==> config.mk <==
export PLATFORM = sky130hd
export DESIGN_NAME = rsdm_div
export DESIGN_NICKNAME = d
export VERILOG_FILES = /design/src/hdl/rsdm_div.sv
export SDC_FILE = /design/constraint.sdc
export NUM_CORES = 2
export LEC_CHECK = 0
export ABC_AREA = 1
export BUFFER_PORTS_ARGS = -buffer_cell sky130_fd_sc_hd__buf_2
export CAP_MARGIN = 20
export CORE_MARGIN = 4
export CORE_UTILIZATION = 34
export CTS_CLUSTER_SIZE = 20
export DETAILED_ROUTE_END_ITERATION = 12
export PLACE_DENSITY = 0.54
export SLEW_MARGIN = 20
export SYNTH_ARGS = -nofsm -noshare
export SYNTH_HDL_FRONTEND = slang
export SYNTH_SLANG_ARGS = --single-unit
==> constraint.sdc <==
create_clock -name aclk -period 4.4 [get_ports aclk]
set_clock_uncertainty 0.15 [all_clocks]
set_input_delay 0.66 -clock aclk [delete_from_list [all_inputs] [get_ports aclk]]
set_output_delay 0.66 -clock aclk [all_outputs]
set_load 0.01 [all_outputs]
==> src/hdl/rsdm_div.sv <==
`default_nettype none
// pipelined restoring divider, one quotient bit per stage
module rsdm_div #(
    parameter int NUM_W  = 32,
    parameter int DEN_W  = 16,
    parameter int SIDE_W = 1
) (
    input  wire logic              aclk,
    input  wire logic              aresetn,
    input  wire logic              en,
    input  wire logic              in_valid,
    input  wire logic [NUM_W-1:0]  in_num,
    input  wire logic [SIDE_W-1:0] in_side,
    input  wire logic [DEN_W-1:0]  den,
    output logic                   out_valid,
    output logic [NUM_W-1:0]       out_quo,
    output logic [DEN_W-1:0]       out_rem,
    output logic [SIDE_W-1:0]      out_side
);

    logic              vld_reg  [1:NUM_W];
    logic [DEN_W-1:0]  rem_reg  [1:NUM_W];
    logic [NUM_W-1:0]  nq_reg   [1:NUM_W];
    logic [SIDE_W-1:0] side_reg [1:NUM_W];

    for (genvar s = 1; s <= NUM_W; s++) begin : g_stage
        logic              prv_vld;
        logic [DEN_W-1:0]  prv_rem;
        logic [NUM_W-1:0]  prv_nq;
        logic [SIDE_W-1:0] prv_side;
        logic [DEN_W:0]    trial;
        logic              ge;
        logic [DEN_W:0]    diff;
        logic [DEN_W-1:0]  rem_next;
        logic [NUM_W-1:0]  nq_next;

        if (s == 1) begin : g_first
            assign prv_vld  = in_valid;
            assign prv_rem  = '0;
            assign prv_nq   = in_num;
            assign prv_side = in_side;
        end else begin : g_rest
            assign prv_vld  = vld_reg[s-1];
            assign prv_rem  = rem_reg[s-1];
            assign prv_nq   = nq_reg[s-1];
            assign prv_side = side_reg[s-1];
        end

        // shift in the next dividend bit, subtract when it fits
        assign trial    = {prv_rem, prv_nq[NUM_W-1]};
        assign ge       = trial >= {1'b0, den};
        assign diff     = trial - {1'b0, den};
        assign rem_next = ge ? diff[DEN_W-1:0] : trial[DEN_W-1:0];
        assign nq_next  = {prv_nq[NUM_W-2:0], ge};

        always_ff @(posedge aclk) begin
            if (!aresetn) begin
                vld_reg[s] <= 1'b0;
            end else if (en) begin
                vld_reg[s] <= prv_vld;
            end
        end

        always_ff @(posedge aclk) begin
            if (en) begin
                rem_reg[s]  <= rem_next;
                nq_reg[s]   <= nq_next;
                side_reg[s] <= prv_side;
            end
        end
    end

    assign out_valid = vld_reg[NUM_W];
    assign out_quo   = nq_reg[NUM_W];
    assign out_rem   = rem_reg[NUM_W];
    assign out_side  = side_reg[NUM_W];

endmodule
`default_nettype wire

; Word level (Yosys, flattened, before mapping)
; Memory sizes are Yosys's and may differ from the RTL's.
; Cells that the tools add are included.
[totals]
elab_cells = 169
ff_bits = 0
input_bits = 53
mem_bits_rw = 1600
mem_count = 4
output_inout_bits = 50
[mem_list]
columns = memory, words, word_bits, rd, rd_clocked_by_memory_dff, wr, line
row1 = nq_reg, 32, 32, 32, 0, 32, 23  ; logic [NUM_W-1:0] nq_reg [1:NUM_W];
row2 = rem_reg, 32, 16, 32, 0, 32, 22  ; logic [DEN_W-1:0] rem_reg [1:NUM_W];
row3 = side_reg, 32, 1, 32, 0, 32, 24  ; logic [SIDE_W-1:0] side_reg [1:NUM_W];
row4 = vld_reg, 32, 1, 32, 0, 32, 21  ; logic vld_reg [1:NUM_W];
[op_classes]
magnitude_cmp = 32
muxes = 69
bitwise_logic = 32
add_sub_neg = 32
[op_table]
columns = operator, count
row1 = $ge 17x16->1, 31
row2 = $mux 16, 32
row3 = $sub 16x16->16, 31
row4 = $mux 1, 37
row5 = $or 1x1->1, 32
row6 = $ge 1x16->1, 1
row7 = $sub 1x16->16, 1

; Depth between registers and ports, before layout
[depth]
depth_word = 4
mapped_depth = 15
mapped_depth_nobuf = 13

; Worst setup path after synthesis
; Ideal clock, no wire load.
[synth_timing]
path_kind = input -> register
start = input den[3]
end = register, netlist name rem_reg[1][212]
required_time_ns = 3.998
setup_time_ns = 0.252
setup_slack_ns = 1.280
path_stages = 14
path_buffers = 2
arrival_ns = 2.718
path_cell_list = clkbuf_1 > inv_1 > ha_1 > nand2_1 > inv_1 > nand2_1 > nand3_1 > nand2_1 > nand3_1 > nand2_2 > nand2_4 > buf_6 > nand2_1 > nand2_1
[synth_rtl]
columns = element, line
row1 = start: declaration, 14  ; input wire logic [DEN_W-1:0] den,

==> parameters.txt <==
Parameter                              Value

Floorplanning
  Site Rows    187
  DIE WIDTH    about 520 µm
  Die ar.    between 0.2 and 0.3 mm²
  Number of ports placed on the die boundary    approximately 100
  Die Y    518 µm
  Starting utilization of the core area    34.1%
  Core footprint    between 0.2 and 0.3 mm²

Setup path
  Category of the worst setup path capture point    flop
  Worst reg-to-reg setup slack    1460 ps
  Largest fanout of any net on the critical path    20
  Crit path required time    4800 ps
  Depth of the most critical reg-to-reg path    10
  FF-to-FF Start    rem_reg[1][164]
  Reg2Reg Capture Point    rem_reg[1][183]
  Type of the setup path with the least slack    flop to flop
  Data arrival at the endpoint of the critical path    roughly 3300 ps
  Startpoint type of the worst setup path    flop

Logic synthesis
  Number of enable flip-flop cells after synthesis    1,600
  Post-synthesis xor/xnor area fraction    about 1.9%
  Share of flip-flops with an asynchronous set or reset after synthesis    0%
  Number of cells produced by synthesis    9,836
  Share of synthesized cell area in and, or, nand and nor gates    26.4%
  Main combinational cell family by area after synthesis    simple AND/OR/NAND/NOR gates
  Post-synthesis mux area share    0%
  Syn nets    10,418
  Library cell occupying the most area in the post-synthesis netlist    sky130_fd_sc_hd__edfxtp_1
  Number of warnings issued by yosys    0
  Netlist Area Pre-Place    0.0886 mm²
  Distinct cell type count after synthesis    44
  Sequential fraction of the synthesis area    approximately 54%
  Dominant cell by count in the synthesized netlist    sky130_fd_sc_hd__nand2_1
  Area share of the largest cell type after synthesis    54.2%
  Compound-Gate Fraction of Synth Area    2.11%
  Post-Synth Adder-Cell Area    under 10%
  Predominant post-synthesis flop cell    sky130_fd_sc_hd__edfxtp_1
  Post-Syn Area per Cell    9.01 µm²
  Cell types with the largest area share after synthesis    sky130_fd_sc_hd__edfxtp_1 (54%), sky130_fd_sc_hd__nand2_1 (16%), sky130_fd_sc_hd__ha_1 (7.0%)
  Number of storage elements in the synthesis netlist    1,600
  Leading cell types by count after synthesis    sky130_fd_sc_hd__nand2_1 (3,788), sky130_fd_sc_hd__edfxtp_1 (1,600), sky130_fd_sc_hd__inv_1 (1,538)

Timing
  Measured slew at the worst slew-check pin    933 ps
  Max-slew violation count    0
  Final Hold Vio Count    0
  RSZ-0062 raised after global routing    false
  Final-layout setup total negative slack    0 ps
  Final setup fails    0
  Max Clock Freq    340 MHz
  Max-slew headroom    37.8%
  Hold Worst Slack    121 ps
  Period utilization    between 60% and 70%
  Post-route minimum period    2940 ps

Global routing
  Initial antenna violation count    3
  Overflow left after global routing    0
  Via count of the first global-routing pass    a little over 60,000
  Aggregate global-route resource usage    16.5%
  Global-route wire length before repair    around 350 mm
  Pin count of the biggest net entering global routing    154

Clocking
  Clock tree from TritonCTS    built
  CTS Sinks    approximately 1,600
  Master cell of the clock root buffer    sky130_fd_sc_hd__clkbuf_16
  CTS buffer count    184
  H-tree depth    4
  Maximum count of clock buffers along a single path    3
  Source-to-sink clock delay at the later pin of the worst-skew pair    820 ps
  Clock edge transition at the registers on the reported setup and hold paths    70 ps

Final layout
  Filler-free cell count of the finished design    approximately 14,000
  Register area    0.0480 mm²
  Layout fillers    approximately 26,000
  Area of combinational cells with multiple inputs    0.0338 mm²
  Number of nets at the end of the flow    roughly 11,000
  Area growth from synthesis to layout    13.0%
  Antenna cells    0
  Max reg flops    about 1,000
  Fraction of layout cells with a size suffix above 1    6.77%
  Design Area, Final    0.100 mm²

Detailed routing
  Total wire length after detailed routing    227 mm
  Via count    64,833
  Violation count after the first detailed-route iteration    4,834
  Detailed Routing Iterations Pass 1    10
  Number of DRC violations after detailed routing    0
  Routed via count divided by cell count    4.73
  Antenna-violating nets left    0
  Wirelength per Cell    16.6 µm

Min path
  Classification of the worst-slack hold path    primary input to flop
  Worst Hold Depth    2
  Hold Path End    rem_reg[0][25]
  Min-Delay Startpoint    den[3]

Placed design
  Number of placed instances with taps included    13,340
  Number of buffers inserted by port buffering    102
  DP Area    0.0937 mm²
  GP Congestion    0.907
  Dpl hpwl    161 mm

Power
  Cell Pwr Density    678 mW/mm²
  Largest vdd supply drop    0.464 mV
  Standby leakage power    47.3 nW

Status
  Status    finished, final reports clean

Run
  Max-Cap Viols    0
cells by family after synthesis:
family,Yosys count
and+or+nand+nor,5506
buffers and inverters,1663
DFF,1600
adders and majority gates,529
AOI/OAI and AO/OA,345
xor gates and xnor gates,193
cell type report:
cell class                      instances  share of cell area [%]
Clock buffer                          218                    4.75
Clock inverter                        122                    1.35
Multi-Input combinational cell       6573                    33.8
Sequential cell                      1600                    48.0
Inverter                             1542                    5.78
Timing Repair Buffer                  257                    2.12
Tap cell                             3402                    4.25
worst max-delay path: stages (launching register included):
cell and delay (ps):
sky130_fd_sc_hd__edfxtp_1 530, sky130_fd_sc_hd__ha_1 480, sky130_fd_sc_hd__nand2_1 170, sky130_fd_sc_hd__nor2_1 180
sky130_fd_sc_hd__nand3_2 110, sky130_fd_sc_hd__nand3_2 100, sky130_fd_sc_hd__nand2_1 60, sky130_fd_sc_hd__nand2_2 330
sky130_fd_sc_hd__inv_1 350, sky130_fd_sc_hd__nand2_1 160, sky130_fd_sc_hd__nand2_1 60
power breakdown:
part | switching, mW | internal, mW
Combinational | 19.0 | 9.78
Sequential | 2.31 | 21.5
Clock | 6.39 | 8.91
how the worst max path moves through the flow:
stage                               start               to  slack, ps  cells after the start
final                     rem_reg[1][164]  rem_reg[1][183]       1460                     10
after CTS                 rem_reg[1][164]  rem_reg[1][183]       1450                     10
after floorplan                    den[3]  rem_reg[1][212]       1280                     14
after global placement             den[4]  rem_reg[0][111]        700                     15
after detailed placement           den[6]   rem_reg[0][98]        720                     14
after global routing      rem_reg[1][164]  rem_reg[1][184]       1160                     12
what timing repair did:
item	CTS	global route
setup buffers	0	0
gates resized for setup	0	0
hold buffers	34	0
endpoints found under the hold margin	34	0
stage by stage:
step | total power [mW] | utilization (%) | setup WS (ps)
after floorplan | 44.6 | - | 1280
after global placement | 52.5 | 36.1 | 698
after detailed placement | 52.6 | 36.1 | 719
after CTS | 68.4 | 38.6 | 1450
after global routing | 73.6 | 38.6 | 1160
final | 67.9 | 38.6 | 1460
layout by cell type, fill, tap and decap left out, types with 33 or more instances in the layout:
master and count:
sky130_fd_sc_hd__a21oi_1 271, sky130_fd_sc_hd__buf_2 100, sky130_fd_sc_hd__buf_4 94, sky130_fd_sc_hd__clkbuf_1 33
sky130_fd_sc_hd__clkbuf_16 185, sky130_fd_sc_hd__clkinv_1 43, sky130_fd_sc_hd__dlygate4sd3_1 34, sky130_fd_sc_hd__edfxtp_1 1600
sky130_fd_sc_hd__ha_1 498, sky130_fd_sc_hd__inv_1 1523, sky130_fd_sc_hd__nand2_1 3787, sky130_fd_sc_hd__nand2_2 48
sky130_fd_sc_hd__nand3_1 797, sky130_fd_sc_hd__nand3b_1 53, sky130_fd_sc_hd__nand4_1 138, sky130_fd_sc_hd__nor2_1 404
sky130_fd_sc_hd__nor3_1 90, sky130_fd_sc_hd__xnor2_1 50, sky130_fd_sc_hd__xor2_1 143
routing by layer:
layer  GRT usage, %  part of all wire [%]
met1           23.2                    47
met2           26.5                    45
met3           2.24                   4.7
met4           4.67                   2.8
met5              0                     0
No activity file was read; power rests on OpenSTA's default activity.
