--- config.mk ---
export PLATFORM = sky130hd
export DESIGN_NAME = rsdm_comb
export DESIGN_NICKNAME = d
export VERILOG_FILES = /design/src/hdl/rsdm_pkg.sv /design/src/hdl/rsdm_comb.sv
export SDC_FILE = /design/constraint.sdc
export NUM_CORES = 2
export LEC_CHECK = 0
export BUFFER_PORTS_ARGS = -buffer_cell sky130_fd_sc_hd__buf_2
export CAP_MARGIN = 10
export CORE_MARGIN = 4
export CORE_UTILIZATION = 45
export CTS_CLUSTER_DIAMETER = 50
export DETAILED_ROUTE_END_ITERATION = 8
export GPL_ROUTABILITY_DRIVEN = 0
export PLACE_DENSITY = 0.69
export SYNTH_ARGS = -nofsm -noshare
export SYNTH_HDL_FRONTEND = slang
export SYNTH_SLANG_ARGS = --single-unit
--- constraint.sdc ---
create_clock -name aclk -period 6.1 [get_ports aclk]
set_input_delay 0.305 -clock aclk [delete_from_list [all_inputs] [get_ports aclk]]
set_output_delay 0.305 -clock aclk [all_outputs]
set_load 0.005 [all_outputs]
--- src/hdl/rsdm_pkg.sv ---
`default_nettype none
package rsdm_pkg;

    // field and register widths
    localparam int LS_W       = 32;
    localparam int SPU_W      = 16;
    localparam int DC_W       = 5;
    localparam int TC_W       = 6;
    localparam int RPG_W      = 9;
    localparam int UPD_W      = 24;
    localparam int GPA_W      = 9;
    localparam int ROT_W      = 2;
    localparam int COL_W      = 5;
    localparam int ROW_W      = 16;
    localparam int PHYS_W     = 32;
    localparam int STRIPE_W   = 40;
    localparam int CFG_IDX_W  = 3;
    localparam int CFG_DATA_W = 24;

    localparam int MAX_COLUMNS_DEF = 32;

    // register indexes
    localparam logic [CFG_IDX_W-1:0] REG_SPU = 3'd0;
    localparam logic [CFG_IDX_W-1:0] REG_DC  = 3'd1;
    localparam logic [CFG_IDX_W-1:0] REG_TC  = 3'd2;
    localparam logic [CFG_IDX_W-1:0] REG_RPG = 3'd3;
    localparam logic [CFG_IDX_W-1:0] REG_UPD = 3'd4;
    localparam logic [CFG_IDX_W-1:0] REG_GPA = 3'd5;
    localparam logic [CFG_IDX_W-1:0] REG_ROT = 3'd6;

    // parity rotation codes
    localparam logic [ROT_W-1:0] ROT_NONE  = 2'd0;
    localparam logic [ROT_W-1:0] ROT_RIGHT = 2'd1;
    localparam logic [ROT_W-1:0] ROT_LEFT  = 2'd2;

    // remainders collected along the divider chain
    typedef struct packed {
        logic [SPU_W-1:0] sec;
        logic [DC_W-1:0]  col;
        logic [RPG_W-1:0] grow;
        logic [UPD_W-1:0] unit;
        logic [GPA_W-1:0] grp;
    } rsdm_side_t;

    // address parts after the multiply stages
    typedef struct packed {
        logic [COL_W-1:0]    col;
        logic [ROW_W-1:0]    row;
        logic [PHYS_W-1:0]   phys;
        logic [STRIPE_W-1:0] stripe;
        logic                oor;
    } rsdm_mid_t;

endpackage
`default_nettype wire

--- src/hdl/rsdm_comb.sv ---
`default_nettype none
// two multiply stages: row, physical sector, stripe number
module rsdm_comb (
    input  wire logic                      aclk,
    input  wire logic                      aresetn,
    input  wire logic                      en,
    input  wire logic                      in_valid,
    input  wire rsdm_pkg::rsdm_side_t      in_side,
    input  wire logic [rsdm_pkg::LS_W-1:0] in_quo,
    input  wire logic [rsdm_pkg::SPU_W-1:0] spu,
    input  wire logic [rsdm_pkg::RPG_W-1:0] rpg,
    input  wire logic [rsdm_pkg::UPD_W-1:0] upd,
    output logic                           out_valid,
    output rsdm_pkg::rsdm_mid_t            out_mid
);
    import rsdm_pkg::*;

    logic              a_vld_reg;
    logic [ROW_W-1:0]  a_row_reg;
    logic [31:0]       a_gu_reg;
    logic [PHYS_W-1:0] a_phys_reg;
    logic [COL_W-1:0]  a_col_reg;
    logic [RPG_W-1:0]  a_grow_reg;
    logic              a_oor_reg;
    logic              b_vld_reg;
    rsdm_mid_t         b_mid_reg;

    logic [17:0] row_prod;
    logic [17:0] row_sum;
    logic [32:0] gu_prod;
    logic [32:0] gu_sum;
    logic [39:0] ph_prod;
    logic [39:0] ph_sum;
    logic [40:0] st_prod;
    logic [40:0] st_sum;
    rsdm_mid_t   mid_next;

    // stage a: group row, group units plus unit, unit sectors plus sector
    assign row_prod = {9'b0, in_side.grp} * {9'b0, rpg};
    assign row_sum  = row_prod + {9'b0, in_side.grow};
    assign gu_prod  = {24'b0, in_side.grp} * {9'b0, upd};
    assign gu_sum   = gu_prod + {9'b0, in_side.unit};
    assign ph_prod  = {16'b0, in_side.unit} * {24'b0, spu};
    assign ph_sum   = ph_prod + {24'b0, in_side.sec};

    always_ff @(posedge aclk) begin
        if (!aresetn) begin
            a_vld_reg <= 1'b0;
            b_vld_reg <= 1'b0;
        end else if (en) begin
            a_vld_reg <= in_valid;
            b_vld_reg <= a_vld_reg;
        end
    end

    always_ff @(posedge aclk) begin
        if (en) begin
            a_row_reg  <= row_sum[ROW_W-1:0];
            a_gu_reg   <= gu_sum[31:0];
            a_phys_reg <= ph_sum[PHYS_W-1:0];
            a_col_reg  <= in_side.col;
            a_grow_reg <= in_side.grow;
            a_oor_reg  <= (in_quo != '0);
        end
    end

    // stage b: stripe number at full width
    assign st_prod = {9'b0, a_gu_reg} * {32'b0, rpg};
    assign st_sum  = st_prod + {32'b0, a_grow_reg};

    always_comb begin
        mid_next.col    = a_col_reg;
        mid_next.row    = a_row_reg;
        mid_next.phys   = a_phys_reg;
        mid_next.stripe = st_sum[STRIPE_W-1:0];
        mid_next.oor    = a_oor_reg;
    end

    always_ff @(posedge aclk) begin
        if (en) begin
            b_mid_reg <= mid_next;
        end
    end

    assign out_valid = b_vld_reg;
    assign out_mid   = b_mid_reg;

endmodule
`default_nettype wire

# Word level (Yosys, flattened, before mapping)
# Index checks and enable logic that the tools add are counted.
totals:
  output_inout_bits: 95
  regBits: 191
  input_bits: 148
  elab_cells: 22
op_classes:
  reduce_logical: 1
  multipliers: 4
  n_addsub: 4
ops:
  columns: ["cell", "count"]
  rows:
  - ["adder 40 x 9 -> 40 bit", 1]
  - ["multiplier 32 x 9 -> 40 bit", 1]
  - ["adder 32 x 16 -> 32 bit", 1]
  - ["adder 32 x 24 -> 32 bit", 1]
  - ["multiplier 24 x 16 -> 32 bit", 1]
  - ["multiplier 9 x 24 -> 32 bit", 1]
  - ["nonzero test 32 bit", 1]
  - ["adder 16 x 9 -> 16 bit", 1]
  - ["multiplier 9 x 9 -> 16 bit", 1]

# Longest topological paths before layout
logic_depth:
  depth_word: 2
  ltp_mapped: 23
  ltp_nobuf: 22

# Least setup slack after synthesis
# No wires, ideal clock.
synth_timing:
  kind: "input to register"
  from: "input port spu[12] (netlist bit)"
  to: "register a_phys_reg[31] (data pin)"
  n_path_buf: 2
  required_time_ns: 5.840
  slack_ns: 0.155
  cell_stages: 21
  arrival_ns: 5.685
  setup_time_ns: 0.260
  cell_sequence: "clkbuf_1 -> clkbuf_1 -> nand2_1 -> fa_1 -> inv_1 -> fa_1 -> fa_1 -> fa_1 -> fa_1 -> inv_1 -> fa_1 -> inv_1 -> ha_1 -> a211oi_1 -> nor2_1 -> o41ai_1 -> a2bb2oi_1 -> o211ai_1 -> a31oi_1 -> o21ai_0 -> xnor2_1"
synth_between:
  elab_chain_len: 2
synth_rtl:
  columns: ["element", "line_no", "rtl"]
  rows:
  - ["start: declaration", "rsdm_comb.sv:10", "input wire logic [rsdm_pkg::SPU_W-1:0] spu,"]
  - ["multiplier 24 x 16 -> 32 bit", "rsdm_comb.sv:43", "assign ph_prod = {16'b0, in_side.unit} * {24'b0, spu};"]
  - ["adder 32 x 16 -> 32 bit", "rsdm_comb.sv:44", "assign ph_sum = ph_prod + {24'b0, in_side.sec};"]
  - ["named net ph_sum[31]", "rsdm_comb.sv:33", "logic [39:0] ph_sum;"]
  - ["end signal: assignment", "rsdm_comb.sv:60", "a_phys_reg <= ph_sum[PHYS_W-1:0];"]
  - ["end: declaration", "rsdm_comb.sv:21", "logic [PHYS_W-1:0] a_phys_reg;"]
# The timed path passes the listed nets, and every way through them passes these cells.
# A chain may end at the register's enable or synchronous reset.

# Worst setup path after layout
layout_timing:
  from: "register a_gu_reg[3]"
  to: "register b_mid_reg (netlist bit out_mid[39]) (data pin)"
layout_between:
  elab_chain_len: 2
layout_rtl:
  columns: ["element", "line_no", "rtl"]
  rows:
  - ["start: declaration", "rsdm_comb.sv:20", "logic [31:0] a_gu_reg;"]
  - ["start signal: assignment", "rsdm_comb.sv:59", "a_gu_reg <= gu_sum[31:0];"]
  - ["multiplier 32 x 9 -> 40 bit", "rsdm_comb.sv:68", "assign st_prod = {9'b0, a_gu_reg} * {32'b0, rpg};"]
  - ["adder 40 x 9 -> 40 bit", "rsdm_comb.sv:69", "assign st_sum = st_prod + {32'b0, a_grow_reg};"]
  - ["named net st_sum[38]", "rsdm_comb.sv:35", "logic [40:0] st_sum;"]
  - ["end signal: assignment", "rsdm_comb.sv:81", "b_mid_reg <= mid_next;"]
  - ["end: declaration", "rsdm_comb.sv:26", "rsdm_mid_t b_mid_reg;"]
# The timed path passes the listed nets, and every way through them passes these cells.

==> impl_metrics.yaml <==
run_status:
  status: "complete, no violations"
cells_and_area:
  nNetsFinal: 5325
  stdcell_count: 5236
  fill_cells: 7480
  final_cell_mix: "inv_1 (938), fa_1 (739), nand2_1 (553)"
  ff_latch_area_mm2: 0.00572
  final_common_cell: "inv_1"
  final_core_util_pct: 50.6
  largest_reg_flops: 94
  syn_to_final_growth_pct: 11.0
  drive_gt1_share_pct: 11.0
  multiInputGateArea_mm2: 0.0271
die:
  io_pins: 243
  rows: 104
  die_h_um: 294
  start_util_pct: 45.6
  die_w_um: 294
  dieArea_mm2: 0.0867
  core-area_mm2: 0.0809
sta:
  slew_headroom_pct: 50.1
  finalWorstSetupSlack_ns: 0.206
  min_period_over_period_pct: 96.6
  timing.setup.tns_ns: 0
  skew_ns: 0.0243
  fmax_mhz: 170
  worstMarginPinSlew_ns: 0.748
  post-route-min-period_ns: 5.89
  finalHoldViolCount: 0
  setup_viol: 0
  rsz0062_at_grt: "true"
  drv_slew: 0
setup_path:
  cp-start-kind: "flop"
  slowest_delay_ns: 0.55
  crit_top_cell: "fa_1"
  critPathKind: "flop to flop"
  cp_slowest_cell: "fa_1"
  crit_chain: "buf_4 -> and2_1 -> fa_1 -> fa_1 -> fa_1 -> inv_1 -> fa_1 -> inv_1 -> fa_1 -> ha_1 -> and3_1 -> and3_4 -> a2111oi_4 -> nor4_4 -> o31ai_4 -> buf_4 -> o41ai_4 -> buf_4 -> o211ai_1"
  cp.required_ns: 6.35
  end_kind: "flop"
  critPathMaxFanout: 5
  cp.arrival_ns: 6.15
synth:
  ys_seq_elements: 191
  synth_area_per_cell_um2: 9.55
  synth_edf_count: 189
  syn-cell-area_mm2: 0.0369
  syn_nets: 5046
  postSynthCellCount: 3867
  yosys_warnings: 0
  synthFlopType: "edfxtp_1"
  yosysTopAreaCell: "fa_1"
  synth_top_area_share_pct: 40.1
  synthDistinctLibCells: 67
  synthArstFlopShare_pct: 0
  synthTopCellsByArea: "fa_1 (40%), edfxtp_1 (15%), ha_1 (9.9%)"
  ys_seq_area_share_pct: 15.5
clock_network:
  clk_latency_ns: 0.51
  clkSlewWorstSetupHoldPaths_ns: 0.10
  cts-root-buf: "clkbuf_16"
  cts_made_buffers: 17
  clock_path_buffers: 2
  cts.sinks: 191
  htreeDepth: 4
  tritoncts: "yes"
routing:
  routed-via-count: 26314
  routed_wl_mm: 88.5
  postRouteAntennaNets: 0
  viasPerCell: 5.03
  drc: 0
  first_pass_iters: 4
  drtIter0Drc: 1473
  post_drt_wl_per_cell_um: 16.9
placed_design:
  pre_cts_slack_ns: -0.149
  io_buffers: 242
  dpl.hpwl_mm: 74.2
  placedCellCount: 5174
grt:
  grt_usage_pct: 21.5
  grt_max_degree: 117
  grt.met2_usage_pct: 34.9
  use_met3_pct: 5.14
  grt_pass1_vias: 28129
  grt_overflow: 0
  grt.busiest_layer: "met2"
  antenna_found_initial: 20
  grt_pass1_wl_mm: 147
  met1_usage_pct: 28.7
run:
  maxCapViolCount: 0
hold_path:
  min_path_type: "input pin to flop"
==> synthesized netlist by cell type, types with 3 or more instances <==
library cell	n
nor4_1	13
xor2_1	32
clkbuf_1	139
nand3b_1	3
o31ai_1	6
a221oi_1	4
a21o_1	43
a31oi_1	11
o21a_1	10
and3_1	8
or2_2	7
fa_1	739
o21ai_0	44
a31o_2	4
nand2_1	553
or3_1	3
a211o_1	4
o211ai_1	11
a21oi_1	78
xnor2_1	89
buf_1	10
nand2b_1	8
ha_1	292
a211oi_1	17
o21bai_1	8
nor3_1	22
and4_1	3
and2_1	427
o41ai_1	4
edfxtp_1	189
nor2b_1	11
nor2_1	63
inv_1	938
mux2i_1	3
nand3_1	17
nand4_1	14
==> worst paths after layout <==
| check | start | endpoint | slack (ns) | cells after the start |
|---|---|---|---|---|
| worst max-delay path | a_gu_reg[3] | out_mid[39] | 0.21 | 19 |
| worst max register to register | a_gu_reg[3] | out_mid[39] | 0.21 | 19 |
| worst min-delay path | in_side[37] | a_grow_reg[4] | 0.05 | 1 |
| worst min register to register | a_phys_reg[19] | out_mid[60] | 0.42 | 0 |
==> layer usage <==
metal / wire, um / up-vias
met3: 6600 / 124
met5: 36 / -
met4: 2340 / 8
met2: 41300 / 748
met1: 38200 / 13287
li1: - / 12147
==> cell families after synthesis <==
family / after synthesis / synth area share [%]
AO/OA/AOI/OAI: 272 / 5.03
flip-flops: 191 / 15.5
XOR/XNOR: 121 / 2.87
multiplexers: 3 / 0.0814
buffers and inverters: 1088 / 11.1
adder cells (fa/ha/maj): 1031 / 50.0
AND/OR/NAND/NOR: 1161 / 15.5
==> critical path, delay by kind of cell (launching register included) <==
kind                     cells  cell delay (ns)
buffers and inverters        5             0.68
flip-flops                   1             0.50
adder cells (fa/ha/maj)      6             2.71
AND/OR/NAND/NOR              4             1.01
AO/OA/AOI/OAI                4             0.73
==> area by class of cell <==
cell class | instances | share of cell area (%)
multi-input combinational | 2588 | 66.2
sequential | 191 | 13.9
inverter | 939 | 8.60
timing repair buffer | 409 | 6.36
tap | 1060 | 3.24
clock buffer | 17 | 1.04
clock inverter | 15 | 0.519
antenna | 17 | 0.104
==> through the flow <==
stage / area [um2] / hold WS (ns)
3_5_place_dp: 40200 / 0.405
4_1_cts: 40900 / 0.00119
6_report: 41000 / 0.0514
5_1_grt: 41000 / 0.0115
2_1_floorplan: 36900 / 0.400
3_3_place_gp: 40200 / 0.400
==> repair_timing <==
action                                  CTS  global route
endpoints found under the setup margin    0            10
gates resized for setup                   0             2
hold endpoints to repair                  9             0
buffers inserted                          0             5
hold buffers                              8             0
Power is not shown: default switching activity piles up to over one toggle a cycle in this logic, so the estimate is an artifact.
