`config.mk`:
```
export PLATFORM = sky130hd
export DESIGN_NAME = rsdm_rot
export DESIGN_NICKNAME = d
export VERILOG_FILES = /design/src/hdl/rsdm_pkg.sv /design/src/hdl/rsdm_rot.sv
export SDC_FILE = /design/constraint.sdc
export NUM_CORES = 1
export LEC_CHECK = 0
export BUFFER_PORTS_ARGS = -buffer_cell sky130_fd_sc_hd__buf_2
export CAP_MARGIN = 15
export CELL_PAD_IN_SITES_DETAIL_PLACEMENT = 2
export CELL_PAD_IN_SITES_GLOBAL_PLACEMENT = 2
export CORE_MARGIN = 3
export CORE_UTILIZATION = 30
export DETAILED_ROUTE_END_ITERATION = 12
export GPL_ROUTABILITY_DRIVEN = 0
export MAX_ROUTING_LAYER = met4
export PLACE_DENSITY = 0.82
export SLEW_MARGIN = 10
export SYNTH_ARGS = -nofsm -noshare
export SYNTH_HDL_FRONTEND = slang
export SYNTH_SLANG_ARGS = --single-unit
```
`constraint.sdc`:
```
create_clock -name aclk -period 3.6 [get_ports aclk]
set_clock_uncertainty 0.05 [all_clocks]
set_input_delay 0.18 -clock aclk [delete_from_list [all_inputs] [get_ports aclk]]
set_output_delay 0.18 -clock aclk [all_outputs]
set_load 0.01 [all_outputs]
```
`src/hdl/rsdm_pkg.sv`:
```
`default_nettype none
package rsdm_pkg;

    // field and register widths
    localparam int LS_W       = 32;
    localparam int SPU_W      = 16;
    localparam int DC_W       = 5;
    localparam int TC_W       = 6;
    localparam int RPG_W      = 9;
    localparam int UPD_W      = 24;
    localparam int GPA_W      = 9;
    localparam int ROT_W      = 2;
    localparam int COL_W      = 5;
    localparam int ROW_W      = 16;
    localparam int PHYS_W     = 32;
    localparam int STRIPE_W   = 40;
    localparam int CFG_IDX_W  = 3;
    localparam int CFG_DATA_W = 24;

    localparam int MAX_COLUMNS_DEF = 32;

    // register indexes
    localparam logic [CFG_IDX_W-1:0] REG_SPU = 3'd0;
    localparam logic [CFG_IDX_W-1:0] REG_DC  = 3'd1;
    localparam logic [CFG_IDX_W-1:0] REG_TC  = 3'd2;
    localparam logic [CFG_IDX_W-1:0] REG_RPG = 3'd3;
    localparam logic [CFG_IDX_W-1:0] REG_UPD = 3'd4;
    localparam logic [CFG_IDX_W-1:0] REG_GPA = 3'd5;
    localparam logic [CFG_IDX_W-1:0] REG_ROT = 3'd6;

    // parity rotation codes
    localparam logic [ROT_W-1:0] ROT_NONE  = 2'd0;
    localparam logic [ROT_W-1:0] ROT_RIGHT = 2'd1;
    localparam logic [ROT_W-1:0] ROT_LEFT  = 2'd2;

    // remainders collected along the divider chain
    typedef struct packed {
        logic [SPU_W-1:0] sec;
        logic [DC_W-1:0]  col;
        logic [RPG_W-1:0] grow;
        logic [UPD_W-1:0] unit;
        logic [GPA_W-1:0] grp;
    } rsdm_side_t;

    // address parts after the multiply stages
    typedef struct packed {
        logic [COL_W-1:0]    col;
        logic [ROW_W-1:0]    row;
        logic [PHYS_W-1:0]   phys;
        logic [STRIPE_W-1:0] stripe;
        logic                oor;
    } rsdm_mid_t;

endpackage
`default_nettype wire

```
`src/hdl/rsdm_rot.sv`:
```
`default_nettype none
// parity rotation and the output register
module rsdm_rot #(
    parameter int CW = 6
) (
    input  wire logic                        aclk,
    input  wire logic                        aresetn,
    input  wire logic                        en,
    input  wire logic                        in_valid,
    input  wire rsdm_pkg::rsdm_mid_t         in_mid,
    input  wire logic [CW-1:0]               smod,
    input  wire logic [CW-1:0]               cm,
    input  wire logic [CW-1:0]               ncl,
    input  wire logic [rsdm_pkg::ROT_W-1:0]  mode,
    output logic                             out_valid,
    output logic [rsdm_pkg::COL_W-1:0]       data_col,
    output logic [rsdm_pkg::COL_W-1:0]       parity_col,
    output logic [rsdm_pkg::ROW_W-1:0]       disk_row,
    output logic [rsdm_pkg::PHYS_W-1:0]      phys_sector,
    output logic [31:0]                      stripe_number,
    output logic                             out_of_range
);
    import rsdm_pkg::*;

    logic              vld_reg;
    logic [COL_W-1:0]  dcol_reg;
    logic [COL_W-1:0]  pcol_reg;
    logic [ROW_W-1:0]  row_reg;
    logic [PHYS_W-1:0] phys_reg;
    logic [31:0]       stripe_reg;
    logic              oor_reg;

    logic [CW:0]      n_x;
    logic [CW:0]      rs;
    logic [CW:0]      ps;
    logic [CW:0]      r_d;
    logic [CW:0]      r_p;
    logic [CW:0]      l_d;
    logic [CW:0]      l_p;
    logic [CW:0]      dsel;
    logic [CW:0]      psel;
    logic [CW+5:0]    dext;
    logic [CW+5:0]    pext;
    logic [COL_W-1:0] dcol_next;
    logic [COL_W-1:0] pcol_next;

    // all operands are below the column count, so one subtract wraps
    assign n_x = {1'b0, ncl};
    assign rs  = {1'b0, cm} + {1'b0, smod};
    assign ps  = n_x - (CW+1)'(1) + {1'b0, smod};
    assign r_d = (rs >= n_x) ? rs - n_x : rs;
    assign r_p = (ps >= n_x) ? ps - n_x : ps;
    assign l_d = (cm >= smod) ? {1'b0, cm} - {1'b0, smod} : {1'b0, cm} + n_x - {1'b0, smod};
    assign l_p = n_x - (CW+1)'(1) - {1'b0, smod};

    always_comb begin
        dsel = '0;
        psel = '0;
        case (mode)
            ROT_RIGHT: begin
                dsel = r_d;
                psel = r_p;
            end
            ROT_LEFT: begin
                dsel = l_d;
                psel = l_p;
            end
            default: begin
                dsel = '0;
                psel = n_x - (CW+1)'(1);
            end
        endcase
        dext = (CW+6)'(dsel);
        pext = (CW+6)'(psel);
        if (mode == ROT_RIGHT || mode == ROT_LEFT) begin
            dcol_next = dext[COL_W-1:0];
        end else begin
            dcol_next = in_mid.col;
        end
        pcol_next = pext[COL_W-1:0];
    end

    always_ff @(posedge aclk) begin
        if (!aresetn) begin
            vld_reg <= 1'b0;
        end else if (en) begin
            vld_reg <= in_valid;
        end
    end

    always_ff @(posedge aclk) begin
        if (en) begin
            dcol_reg   <= dcol_next;
            pcol_reg   <= pcol_next;
            row_reg    <= in_mid.row;
            phys_reg   <= in_mid.phys;
            stripe_reg <= in_mid.stripe[31:0];
            oor_reg    <= in_mid.oor;
        end
    end

    assign out_valid     = vld_reg;
    assign data_col      = dcol_reg;
    assign parity_col    = pcol_reg;
    assign disk_row      = row_reg;
    assign phys_sector   = phys_reg;
    assign stripe_number = stripe_reg;
    assign out_of_range  = oor_reg;

endmodule
`default_nettype wire

```
Word-level counts from Yosys, hierarchy flattened

Index checks and enable logic that the tools add are counted.

Flip-flop bits (word level): 92
Input port bits: 118
Output and inout port bits: 92
Logic and storage cells: 28

$add $sub $neg: 9
$lt $le $gt $ge: 3
Equality and inequality tests: 2
Mux-type cells: 6
Reduce and logical (&&, ||, !) cells: 1

Operators by type and width:

| kind                  | number |
|---|---|
| $sub A5 B5 Y5         | 5 |
| $mux W5               | 4 |
| $pmux W5 S2           | 2 |
| $ge A7 B6 Y1          | 2 |
| $add A6 B6 Y7         | 1 |
| $add A7 B6 Y7         | 1 |
| $sub A6 B1 Y7 const B | 1 |
| $ge A6 B6 Y1          | 1 |
| $add A5 B5 Y5         | 1 |
| $eq A2 B1 Y1 const B  | 1 |
| $eq A2 B2 Y1 const B  | 1 |
| $logic_or A1 B1 Y1    | 1 |

Longest topological paths before layout

Gate-level depths: netlist of run 1.

Depth in word-level cells: 5
Mapped depth: 17
Gate-level depth less buffers: 16

Least setup slack after synthesis of run 1

Ideal clock, no wire load.

Kind: input-to-reg
Start point: input port ncl[1]
End point: register pcol_reg[1], in the netlist parity_col[1] (data pin)
Library setup time: 0.261 ns
Arrival: 2.992 ns
Data required time: 3.289 ns
Slack: 0.297 ns
Stages: 15
Buffers on the path: 1
Cell sequence: inv_1 ha_1 inv_1 fa_1 nor2b_2 o221ai_2 a21boi_0 ha_1 o21a_1 o21ai_0 a21oi_1 a211o_1 buf_6 mux2i_1 a221o_1

Longest elaborated chain between the ends: 5
Elaborated cells on any way between the ends: 7
Classes of those cells: 4 x add/sub; 1 x order compare; 2 x mux

RTL lines:

| element                                       | RTL line                       | text |
|---|---|---|
| start: declaration                            | rsdm_rot.sv:13                 | `input wire logic [CW-1:0] ncl,` |
| $sub A6 B1 Y7                                 | rsdm_rot.sv:54, rsdm_rot.sv:70 |  |
| $add A7 B6 Y7                                 | rsdm_rot.sv:50                 | `assign ps = n_x - (CW+1)'(1) + {1'b0, smod};` |
| $ge A7 B6 Y1 or $sub A5 B5 Y5 (tied branches) | rsdm_rot.sv:52                 | `assign r_p = (ps >= n_x) ? ps - n_x : ps;` |
| $mux W5                                       | rsdm_rot.sv:52                 |  |
| $pmux W5 S2 *                                 | rsdm_rot.sv:59                 | `case (mode)` |
| named net psel[1]                             | rsdm_rot.sv:41                 | `logic [CW:0] psel;` |
| end signal: assignment                        | rsdm_rot.sv:94                 | `pcol_reg <= pcol_next;` |
| end: declaration                              | rsdm_rot.sv:27                 | `logic [COL_W-1:0] pcol_reg;` |

The timed path passes the listed nets; every way through them passes the cells marked *.
A chain may end at the register's enable or synchronous reset.

Final worst setup path of run 1

Start point: input port smod[1]
End point: register dcol_reg[0], in the netlist data_col[0] (data pin)

Longest elaborated chain between the ends: 5
Elaborated cells on any way between the ends: 7
Classes of those cells: 1 x add/sub; 2 x order compare; 4 x mux

RTL lines:

| element                | RTL line       | text |
|---|---|---|
| start: declaration     | rsdm_rot.sv:11 | `input wire logic [CW-1:0] smod,` |
| $add A6 B6 Y7          | rsdm_rot.sv:49 | `assign rs = {1'b0, cm} + {1'b0, smod};` |
| $ge A7 B6 Y1           | rsdm_rot.sv:51 | `assign r_d = (rs >= n_x) ? rs - n_x : rs;` |
| $mux W5                | rsdm_rot.sv:51 |  |
| $pmux W5 S2 *          | rsdm_rot.sv:59 |  |
| $mux W5 *              | rsdm_rot.sv:75 | `if (mode == ROT_RIGHT \|\| mode == ROT_LEFT) begin` |
| named net dcol_next[0] | rsdm_rot.sv:44 | `logic [COL_W-1:0] dcol_next;` |
| end signal: assignment | rsdm_rot.sv:93 | `dcol_reg <= dcol_next;` |
| end: declaration       | rsdm_rot.sv:26 | `logic [COL_W-1:0] dcol_reg;` |

Marks and branches as above.

==> flow_metrics.tcl, run 1 <==
set metrics [dict create \
    hp-class "in -> reg" \
    path_delay_family "compound AO/OA/AOI/OAI gates" \
    power.share.sequential_pct 39.9 \
    leakagePower_uw 0.00332 \
    min_to "phys_sector[18]" \
    per_cell_routed_wire_length_microns 25.2 \
    max_freq_ghz 0.293 \
    clkSlewWorstSetupHoldPaths_ns 0.07 \
    maxSlewHeadroom_pct 27.1 \
    critical_path.n_buffers_inverters 3 \
    pwr-share-comb_pct 28.4 \
    regToRegSetupSlack_ns 2.82 \
    drive_above_1_share_pct 38.6 \
    pin_count 210 \
    core_sq_um 15300 \
    crit-reg2reg-capture "out_valid" \
    switching_share_pct 29.6 \
    dieArea_sq_um 17300 \
    detailedRoute.firstIterationViolations 243 \
    cts_buffers 9 \
    place_hpwl_microns 14000 \
    grt_antenna_before_repair 4 \
    netSwitchingPower_uw 985 \
    final_net_count 820 \
    postSynthRegisterBits 92 \
    layout_commonest_cell "buf_2" \
    hold_path.startpoint "in_mid[59]" \
    min_period_over_period_pct 94.7 \
    start_util_pct 30.9 \
    share_clk_of_total_power_pct 31.6 \
    finish.instance_area_sq_um 7320 \
    postSynthAreaPerCell_sq_um 14.1 \
    timing.final.max_slew_violations 0 \
    track_usage_pct 25.6 \
    post_synth_num_cell_types 45 \
    synth_top_cell_area_share_pct 57.7 \
    cap_violations 0 \
    grt_overflow 0 \
    synth_area_sq_um 4730 \
    worst-endpoint-required_ns 3.65 \
    cts-root-buf "clkbuf_16" \
    timing.critical_path.from "smod[1]" \
    crit_path_max_incr_delay_ns 0.47 \
    arrival_time_of_data_at_the_critical_path_endpoint_ns 3.46 \
    detail_route.first_pass.iterations 4 \
    synthCells 335 \
    drcViolationCount 0 \
    grt_first_pass_wirelength_microns 31800 \
    ys_dominant_reg_cell "edfxtp_1" \
    most_frequent_cells_in_the_layout "200 x buf_2, 91 x edfxtp_1, 80 x dlygate4sd3_1" \
    critical_path_cell_count 15 \
    slowest_stage "a2111oi_1" \
    status "finished clean" \
    async_flop_share_pct 0 \
    max_slew.worst_pin.slew_ns 1.09 \
    timing.final.hold_violations 0 \
    sinks_on_the_clock_net 92 \
    timing.critical_path.to_type "register" \
    synthesis.yosys.warnings 0 \
    vias_per_instance 4.69 \
    cp_cell_sequence "buf_2 -> inv_1 -> ha_1 -> o21bai_1 -> a21oi_1 -> o21bai_1 -> a21oi_1 -> xor2_1 -> ha_1 -> a2111oi_1 -> o31ai_2 -> a21oi_4 -> buf_4 -> mux2_2 -> o21ai_0" \
    r2r_cells 2 \
    power_density_nw_per_um2 454 \
    yosys-top-cells-area "edfxtp_1 58%, ha_1 12%, fa_1 4.2%" \
    ctsLongestPathBuffers 2 \
    crit_reg_reg_startpoint "out_valid" \
    placement.io_buffers 201 \
    die_y_microns 132 \
    internal_power_uw 2340 \
    peakVddDrop_mv 0.305 \
    rows 45 \
    first_global_vias 4507 \
    insertion_delay_ns 0.33 \
    wirelength_microns 21900 \
    synthToLayoutAreaGrowth_pct 54.6 \
    holdPathStages 1 \
    post-route-min-period_ns 3.41 \
    detailroute.via_count 4083 \
    synth_enable_flop_cells 91 \
    die_w_microns 132 \
    grt_max_degree 84 \
    cts_tree "done" \
    syn_nets 507 \
    postRouteAntennaNets 0 \
    setup_violations 0 \
    setup.worst_path.start_class "input pin" \
    htree_num_levels 3 \
    yosys.area.top_type "edfxtp_1" \
    path_max_fanout 4 \
    setup_total_negative_slack_ns 0 \
    synth.yosys.seq_area_share_pct 58.1 \
    detailed_place.area_sq_um 6170 \
    path_class "in -> reg" \
]
-- power groups by stage --
stage               clock, uW  sequential (uW)  combinational (uW)
floorplan                   0             1380                 424
CTS                      1050             1320                 917
global placement            0             1330                 791
finish                   1050             1330                 944
detailed placement          0             1340                 835
global route             1120             1330                1030
-- kinds of logic (layout without fill, tap and decap cells) --
family                     after synthesis  in the layout  synth area share [%]
AOI/OAI and AO/OA                       65             65                  10.3
DFF                                     92             92                  58.1
adders and majority gates               54             54                  15.9
and+or+nand+nor                         36             36                  3.73
muxes                                   15             15                  3.22
other                                    0              6                     0
xor gates and xnor gates                26             26                  4.81
buffers and inverters                   47            365                  3.91
-- worst max path at each step --
stage	to
global placement	parity_col[1]
global route	data_col[0]
detailed placement	parity_col[4]
finish	data_col[0]
CTS	parity_col[3]
floorplan	parity_col[1]
-- sequential cells by signal (all words and copies together) (netlist names) --
register	count
data_col	5
disk_row	16
out_of_range	1
out_valid	1
parity_col	5
phys_sector	32
stripe_number	32
-- cell type report --
cell class	instances	area, sq um
fill	1583	8000
timing repair buffer	306	2000
sequential	92	2750
multi-input combinational	196	1800
antenna	6	15.0
clock buffer	9	225
clock inverter	7	100
inverter	43	161
tap	211	264
-- stage by stage --
stage / utilization (%) / setup slack (ns) / hold WS, ns / std cells / total power (uW)
floorplan: - / 0.297 / 0.229 / 335 / 1810
global placement: 40.3 / 0.0824 / 0.307 / 768 / 2120
detailed placement: 40.3 / -0.0529 / 0.310 / 768 / 2170
CTS: 47.6 / 0.300 / 0.0103 / 864 / 3280
global route: 47.8 / -0.0860 / 0.0236 / 869 / 3480
finish: 47.8 / 0.190 / 0.0388 / 870 / 3320
-- timing repair --
item | 4_1_cts | 5_1_grt
hold buffers | 80 | 0
setup buffers | 0 | 0
resized for setup | 0 | 1
hold endpoints to repair | 80 | 0
setup endpoints to repair | 0 | 1
-- metal layers --
layer / share of wire, % / GRT usage, % / vias to the layer above
li1: - / - / 1843
met1: 41 / 29.2 / 2045
met2: 51 / 45.0 / 172
met3: 5.8 / 6.39 / 23
met4: 2.1 / 6.83 / 0
met5: 0 / - / -
-- cell usage after synthesis (2+ instances only) --
cell type and instances:
a211o_1 3, o211ai_1 2, a221o_1 3, nor2_1 10, nand4_1 2, nand2_1 8, o221ai_2 2, ha_1 44
inv_1 43, xor2_1 4, edfxtp_1 91, a21o_1 7, nor2b_1 5, mux2i_1 13, xnor2_1 22, o21a_1 3
o21ai_0 8, fa_1 10, nand3_1 2, a21oi_1 18, nor3_1 3, o21bai_1 6, a22oi_1 4
Power figures use the tool's default switching activity.
==> run 2: changes to the inputs <==
CORE_UTILIZATION = 27   (was 30)
PLACE_DENSITY = 0.78   (was 0.82)
clock period = 3 ns   (was 3.6 ns; I/O delays follow)
==> flow_metrics.tcl, run 2 (synthesized netlist as in run 1, its figures left out) <==
set metrics [dict create \
    clkSlewWorstSetupHoldPaths_ns 0.06 \
    wirelength_microns 22200 \
    timing.final.hold_violations 0 \
    placement.io_buffers 201 \
    drive_above_1_share_pct 45.3 \
    timing.final.max_slew_violations 0 \
    rsz0062_at_grt "true" \
    hp-class "in -> reg" \
    sinks_on_the_clock_net 92 \
    setup_violations 0 \
    cts_buffers 9 \
    cap_violations 0 \
    grt_first_pass_wirelength_microns 33000 \
    per_cell_routed_wire_length_microns 24.1 \
    status "finished clean" \
    detailedRoute.firstIterationViolations 230 \
    drcViolationCount 0 \
    dieArea_sq_um 19200 \
    maxSlewHeadroom_pct 64.5 \
    fillCellCount 1676 \
    multi_input_area_sq_um 1970 \
    ctsLongestPathBuffers 2 \
    peakVddDrop_mv 0.314 \
    rows 47 \
    arrival_time_of_data_at_the_critical_path_endpoint_ns 2.97 \
    htree_num_levels 3 \
    insertion_delay_ns 0.33 \
    grt_overflow 0 \
    most_frequent_cells_in_the_layout "199 x buf_2, 91 x edfxtp_1, 81 x dlygate4sd3_1" \
    setup.worst_path.start_class "input pin" \
    grt_max_degree 93 \
    first_global_vias 4851 \
    die_w_microns 138 \
    start_util_pct 28.1 \
    final_net_count 865 \
    max_freq_ghz 0.340 \
    synthToLayoutAreaGrowth_pct 64.8 \
    power_density_nw_per_um2 507 \
    detailroute.via_count 4222 \
    place_hpwl_microns 15400 \
    path_class "in -> reg" \
    path_max_fanout 4 \
    layout_commonest_cell "buf_2" \
    postRouteAntennaNets 0 \
    track_usage_pct 23.6 \
    ff_latch_area_sq_um 2750 \
    vias_per_instance 4.58 \
    die_y_microns 138 \
    cts-root-buf "clkbuf_16" \
    leakagePower_uw 0.00354 \
    min_period_over_period_pct 98.0 \
    post-route-min-period_ns 2.94 \
    timing.critical_path.to_type "register" \
    core_sq_um 16900 \
    cts_tree "done" \
    setup_total_negative_slack_ns 0 \
    pin_count 210 \
    total_chip_power_uw 3950 \
    detail_route.first_pass.iterations 4 \
    grt_antenna_before_repair 2 \
    max_slew.worst_pin.slew_ns 0.533 \
    worst-endpoint-required_ns 3.03 \
]
-- run 2: where the power goes --
group / leakage (uW) / internal (uW) / total (uW) / switching, uW
clock network: 0.000125 / 563 / 1050 / 484
registers: 0.000898 / 1540 / 1590 / 47.0
logic: 0.00252 / 666 / 1320 / 650
total: 0.00354 / 2770 / 3950 / 1180
-- run 2: worst paths after layout --
| kind | start | endpoint | slack [ns] | cells after the start |
|---|---|---|---|---|
| min | aresetn | out_valid | 0.07 | 2 |
| min reg2reg | out_valid | out_valid | 0.57 | 2 |
| max reg2reg | out_valid | out_valid | 2.19 | 2 |
| max | ncl[1] | parity_col[1] | 0.06 | 15 |
-- run 2: per-stage QoR --
stage                     cells  instance area [sq um]  setup slack, ns  util, %  hold slack (ns)
final                       921                   7800           0.0586     46.2           0.0711
after global routing        921                   7800          -0.0514     46.2           0.0441
after CTS                   916                   7740           0.0101     45.8           0.0421
after detailed placement    817                   6590           -0.492     39.0            0.279
after global placement      817                   6590           -0.245     39.0            0.277
after floorplan             335                   4830           -0.106        -            0.199
-- run 2: per-layer routing --
layer	GRT usage (%)	vias up	wire length [microns]
met3	4.66	20	1000
met2	42.6	160	11800
met5	-	-	0
met1	27.0	2114	9000
met4	5.30	0	398
li1	-	1928	-
-- run 2: what timing repair did --
action | 4_1_cts | 5_1_grt
resized for setup | 11 | 11
endpoints found under the setup margin | 4 | 6
pin swaps | 4 | 4
endpoints found under the hold margin | 81 | 0
hold buffers | 81 | 0
buffers inserted | 2 | 2
-- run 2: final cells by class --
class | instances | area share (%)
repair buffers | 351 | 30.2
clock buffers | 12 | 3.03
clock inverters | 4 | 0.321
multi-input cells | 196 | 25.3
flip-flops and latches | 92 | 35.3
inverters | 43 | 2.20
diodes | 3 | 0.0962
well taps | 220 | 3.53
-- run 2: worst max-delay path, stage by stage --
cell        delay [ns]
buf_8             0.08
clkinvlp_4        0.13
ha_4              0.31
inv_4             0.05
fa_2              0.37
nor2b_4           0.15
o221ai_2          0.18
a21boi_4          0.26
ha_4              0.23
o21a_1            0.11
o21ai_2           0.10
a21oi_1           0.05
a211o_1           0.31
mux2i_1           0.14
a221o_1           0.32
==> run 3: changes to the inputs <==
CELL_PAD_IN_SITES_DETAIL_PLACEMENT = 0   (was 2)
CELL_PAD_IN_SITES_GLOBAL_PLACEMENT = 1   (was 2)
CORE_UTILIZATION = 33   (was 27)
==> flow_metrics.tcl, run 3 (synthesized netlist as in run 1, its figures left out) <==
set metrics [dict create \
    status "finished clean" \
    global_route.usage.met1_pct 22.5 \
    start_util_pct 34.0 \
    die_y_microns 126 \
    arrival_time_of_data_at_the_critical_path_endpoint_ns 2.95 \
    dpl.cell_count 774 \
    die_w_microns 126 \
    path_max_fanout 4 \
    finalCoreUtilization_pct 56.0 \
    synthToLayoutAreaGrowth_pct 64.8 \
    hp-class "in -> reg" \
    final_net_count 869 \
    most_frequent_cells_in_the_layout "198 x buf_2, 91 x edfxtp_1, 82 x dlygate4sd3_1" \
    setup_total_negative_slack_ns 0 \
    first_global_vias 4287 \
    htree_num_levels 3 \
    grt_antenna_before_repair 0 \
    track_usage_pct 20.4 \
    crit_path_max_incr_delay_ns 0.37 \
    timing.critical_path.to_type "register" \
    vias_per_instance 4.66 \
    detail_route.first_pass.iterations 4 \
    grtUsageMet2_pct 35.7 \
    timing.final.max_slew_violations 0 \
    dieArea_sq_um 15800 \
    clkSlewWorstSetupHoldPaths_ns 0.06 \
    detailroute.via_count 4110 \
    rsz0062_at_grt "true" \
    grt_max_degree 73 \
    max_slew.worst_pin.slew_ns 0.920 \
    pin_count 210 \
    fin_cells 882 \
    place_hpwl_microns 11700 \
    maxSlewHeadroom_pct 38.6 \
    slowest_stage "fa_2" \
    cap_violations 0 \
    cts_tree "done" \
    postRouteAntennaNets 0 \
    groute.layer.met3.usage_pct 4.11 \
    drcViolationCount 0 \
    worst-endpoint-required_ns 3.04 \
    grt_overflow 0 \
    insertion_delay_ns 0.33 \
    cts_buffers 9 \
    grt.busiest_layer "met2" \
    leakagePower_uw 0.00359 \
    timing.final.hold_violations 0 \
    layout_commonest_cell "buf_2" \
    core_sq_um 13900 \
    insertedDiodeCount 0 \
    rows 43 \
    peakVddDrop_mv 0.260 \
    cp_cell_sequence "buf_8 -> clkinvlp_4 -> ha_4 -> inv_4 -> fa_2 -> nor2b_4 -> o221ai_2 -> a21boi_4 -> ha_4 -> o21a_1 -> o21ai_1 -> a21oi_1 -> a211o_1 -> mux2i_1 -> a221o_1" \
    power_density_nw_per_um2 507 \
    detailedRoute.firstIterationViolations 278 \
    min_period_over_period_pct 97.1 \
    fillCellCount 1114 \
    placement.io_buffers 201 \
    ctsLongestPathBuffers 2 \
    post-route-min-period_ns 2.91 \
    per_cell_routed_wire_length_microns 18.3 \
    max_freq_ghz 0.343 \
    wirelength_microns 16100 \
    setup.worst_path.start_class "input pin" \
    sinks_on_the_clock_net 92 \
    drive_above_1_share_pct 45.9 \
    timing.critical_path.mode_cell "ha_4" \
    cts-root-buf "clkbuf_16" \
    path_class "in -> reg" \
    total_chip_power_uw 3960 \
    setup_violations 0 \
    grt_first_pass_wirelength_microns 24000 \
]
==> run 3: cell count changes in the layout (fill, tap and decap cells not counted), sizes merged, moves of 2 or more <==
cell / delta
buf: +3
clkbuf: -3
diode: -3
inv: +2
==> run 3: path summary, 6_finish.rpt <==
check / from / cells past startpoint / end / slack (ns)
setup reg to reg: out_valid / 2 / out_valid / 2.37
hold reg to reg: out_valid / 2 / out_valid / 0.46
hold / removal: in_valid / 3 / out_valid / 0.02
setup / recovery: ncl[1] / 15 / parity_col[1] / 0.09
==> run 3: critical path: cells and delay by family <==
kind / cells / cell delay (ns)
AO/OA/AOI/OAI: 7 / 1.35
AND/OR/NAND/NOR: 1 / 0.15
buffers and inverters: 3 / 0.27
multiplexers: 1 / 0.14
adder cells (fa/ha/maj): 3 / 0.90
==> run 3: through the flow <==
step,instance area [sq um],worst slack [ns],hold WS [ns]
6_report,7800,0.0871,0.0193
5_1_grt,7800,-0.0575,0.0604
4_1_cts,7630,0.0335,0.0110
3_5_place_dp,6500,-0.327,0.278
3_3_place_gp,6500,-0.223,0.277
2_1_floorplan,4830,-0.106,0.199
==> run 3: metal layers <==
metal	vias to the layer above	wire, microns
li1	1938	-
met1	1970	6090
met2	170	8330
met3	32	999
met4	0	687
met5	-	0
==> run 3: layout make-up <==
type	count	area [sq um]	share of cell area, %
Timing Repair Buffer	355	2390	30.6
Clock inverter	7	81.3	1.04
Multi-Input combinational cell	196	1960	25.1
Clock buffer	9	225	2.89
Sequential cell	92	2750	35.3
Inverter	43	171	2.20
Tap cell	180	225	2.89
==> run 3: repair_timing <==
action | 4_1_cts | 5_1_grt
hold endpoints to repair | 82 | 0
hold buffers | 82 | 0
buffers inserted | 0 | 10
setup endpoints to repair | 0 | 6
gates resized for setup | 0 | 23
==> run 3: power breakdown <==
| part | switching [uW] | leakage, uW | internal [uW] |
|---|---|---|---|
| clock | 494 | 0.000152 | 659 |
| sequential | 32.4 | 0.000898 | 1540 |
| combinational | 584 | 0.00254 | 647 |
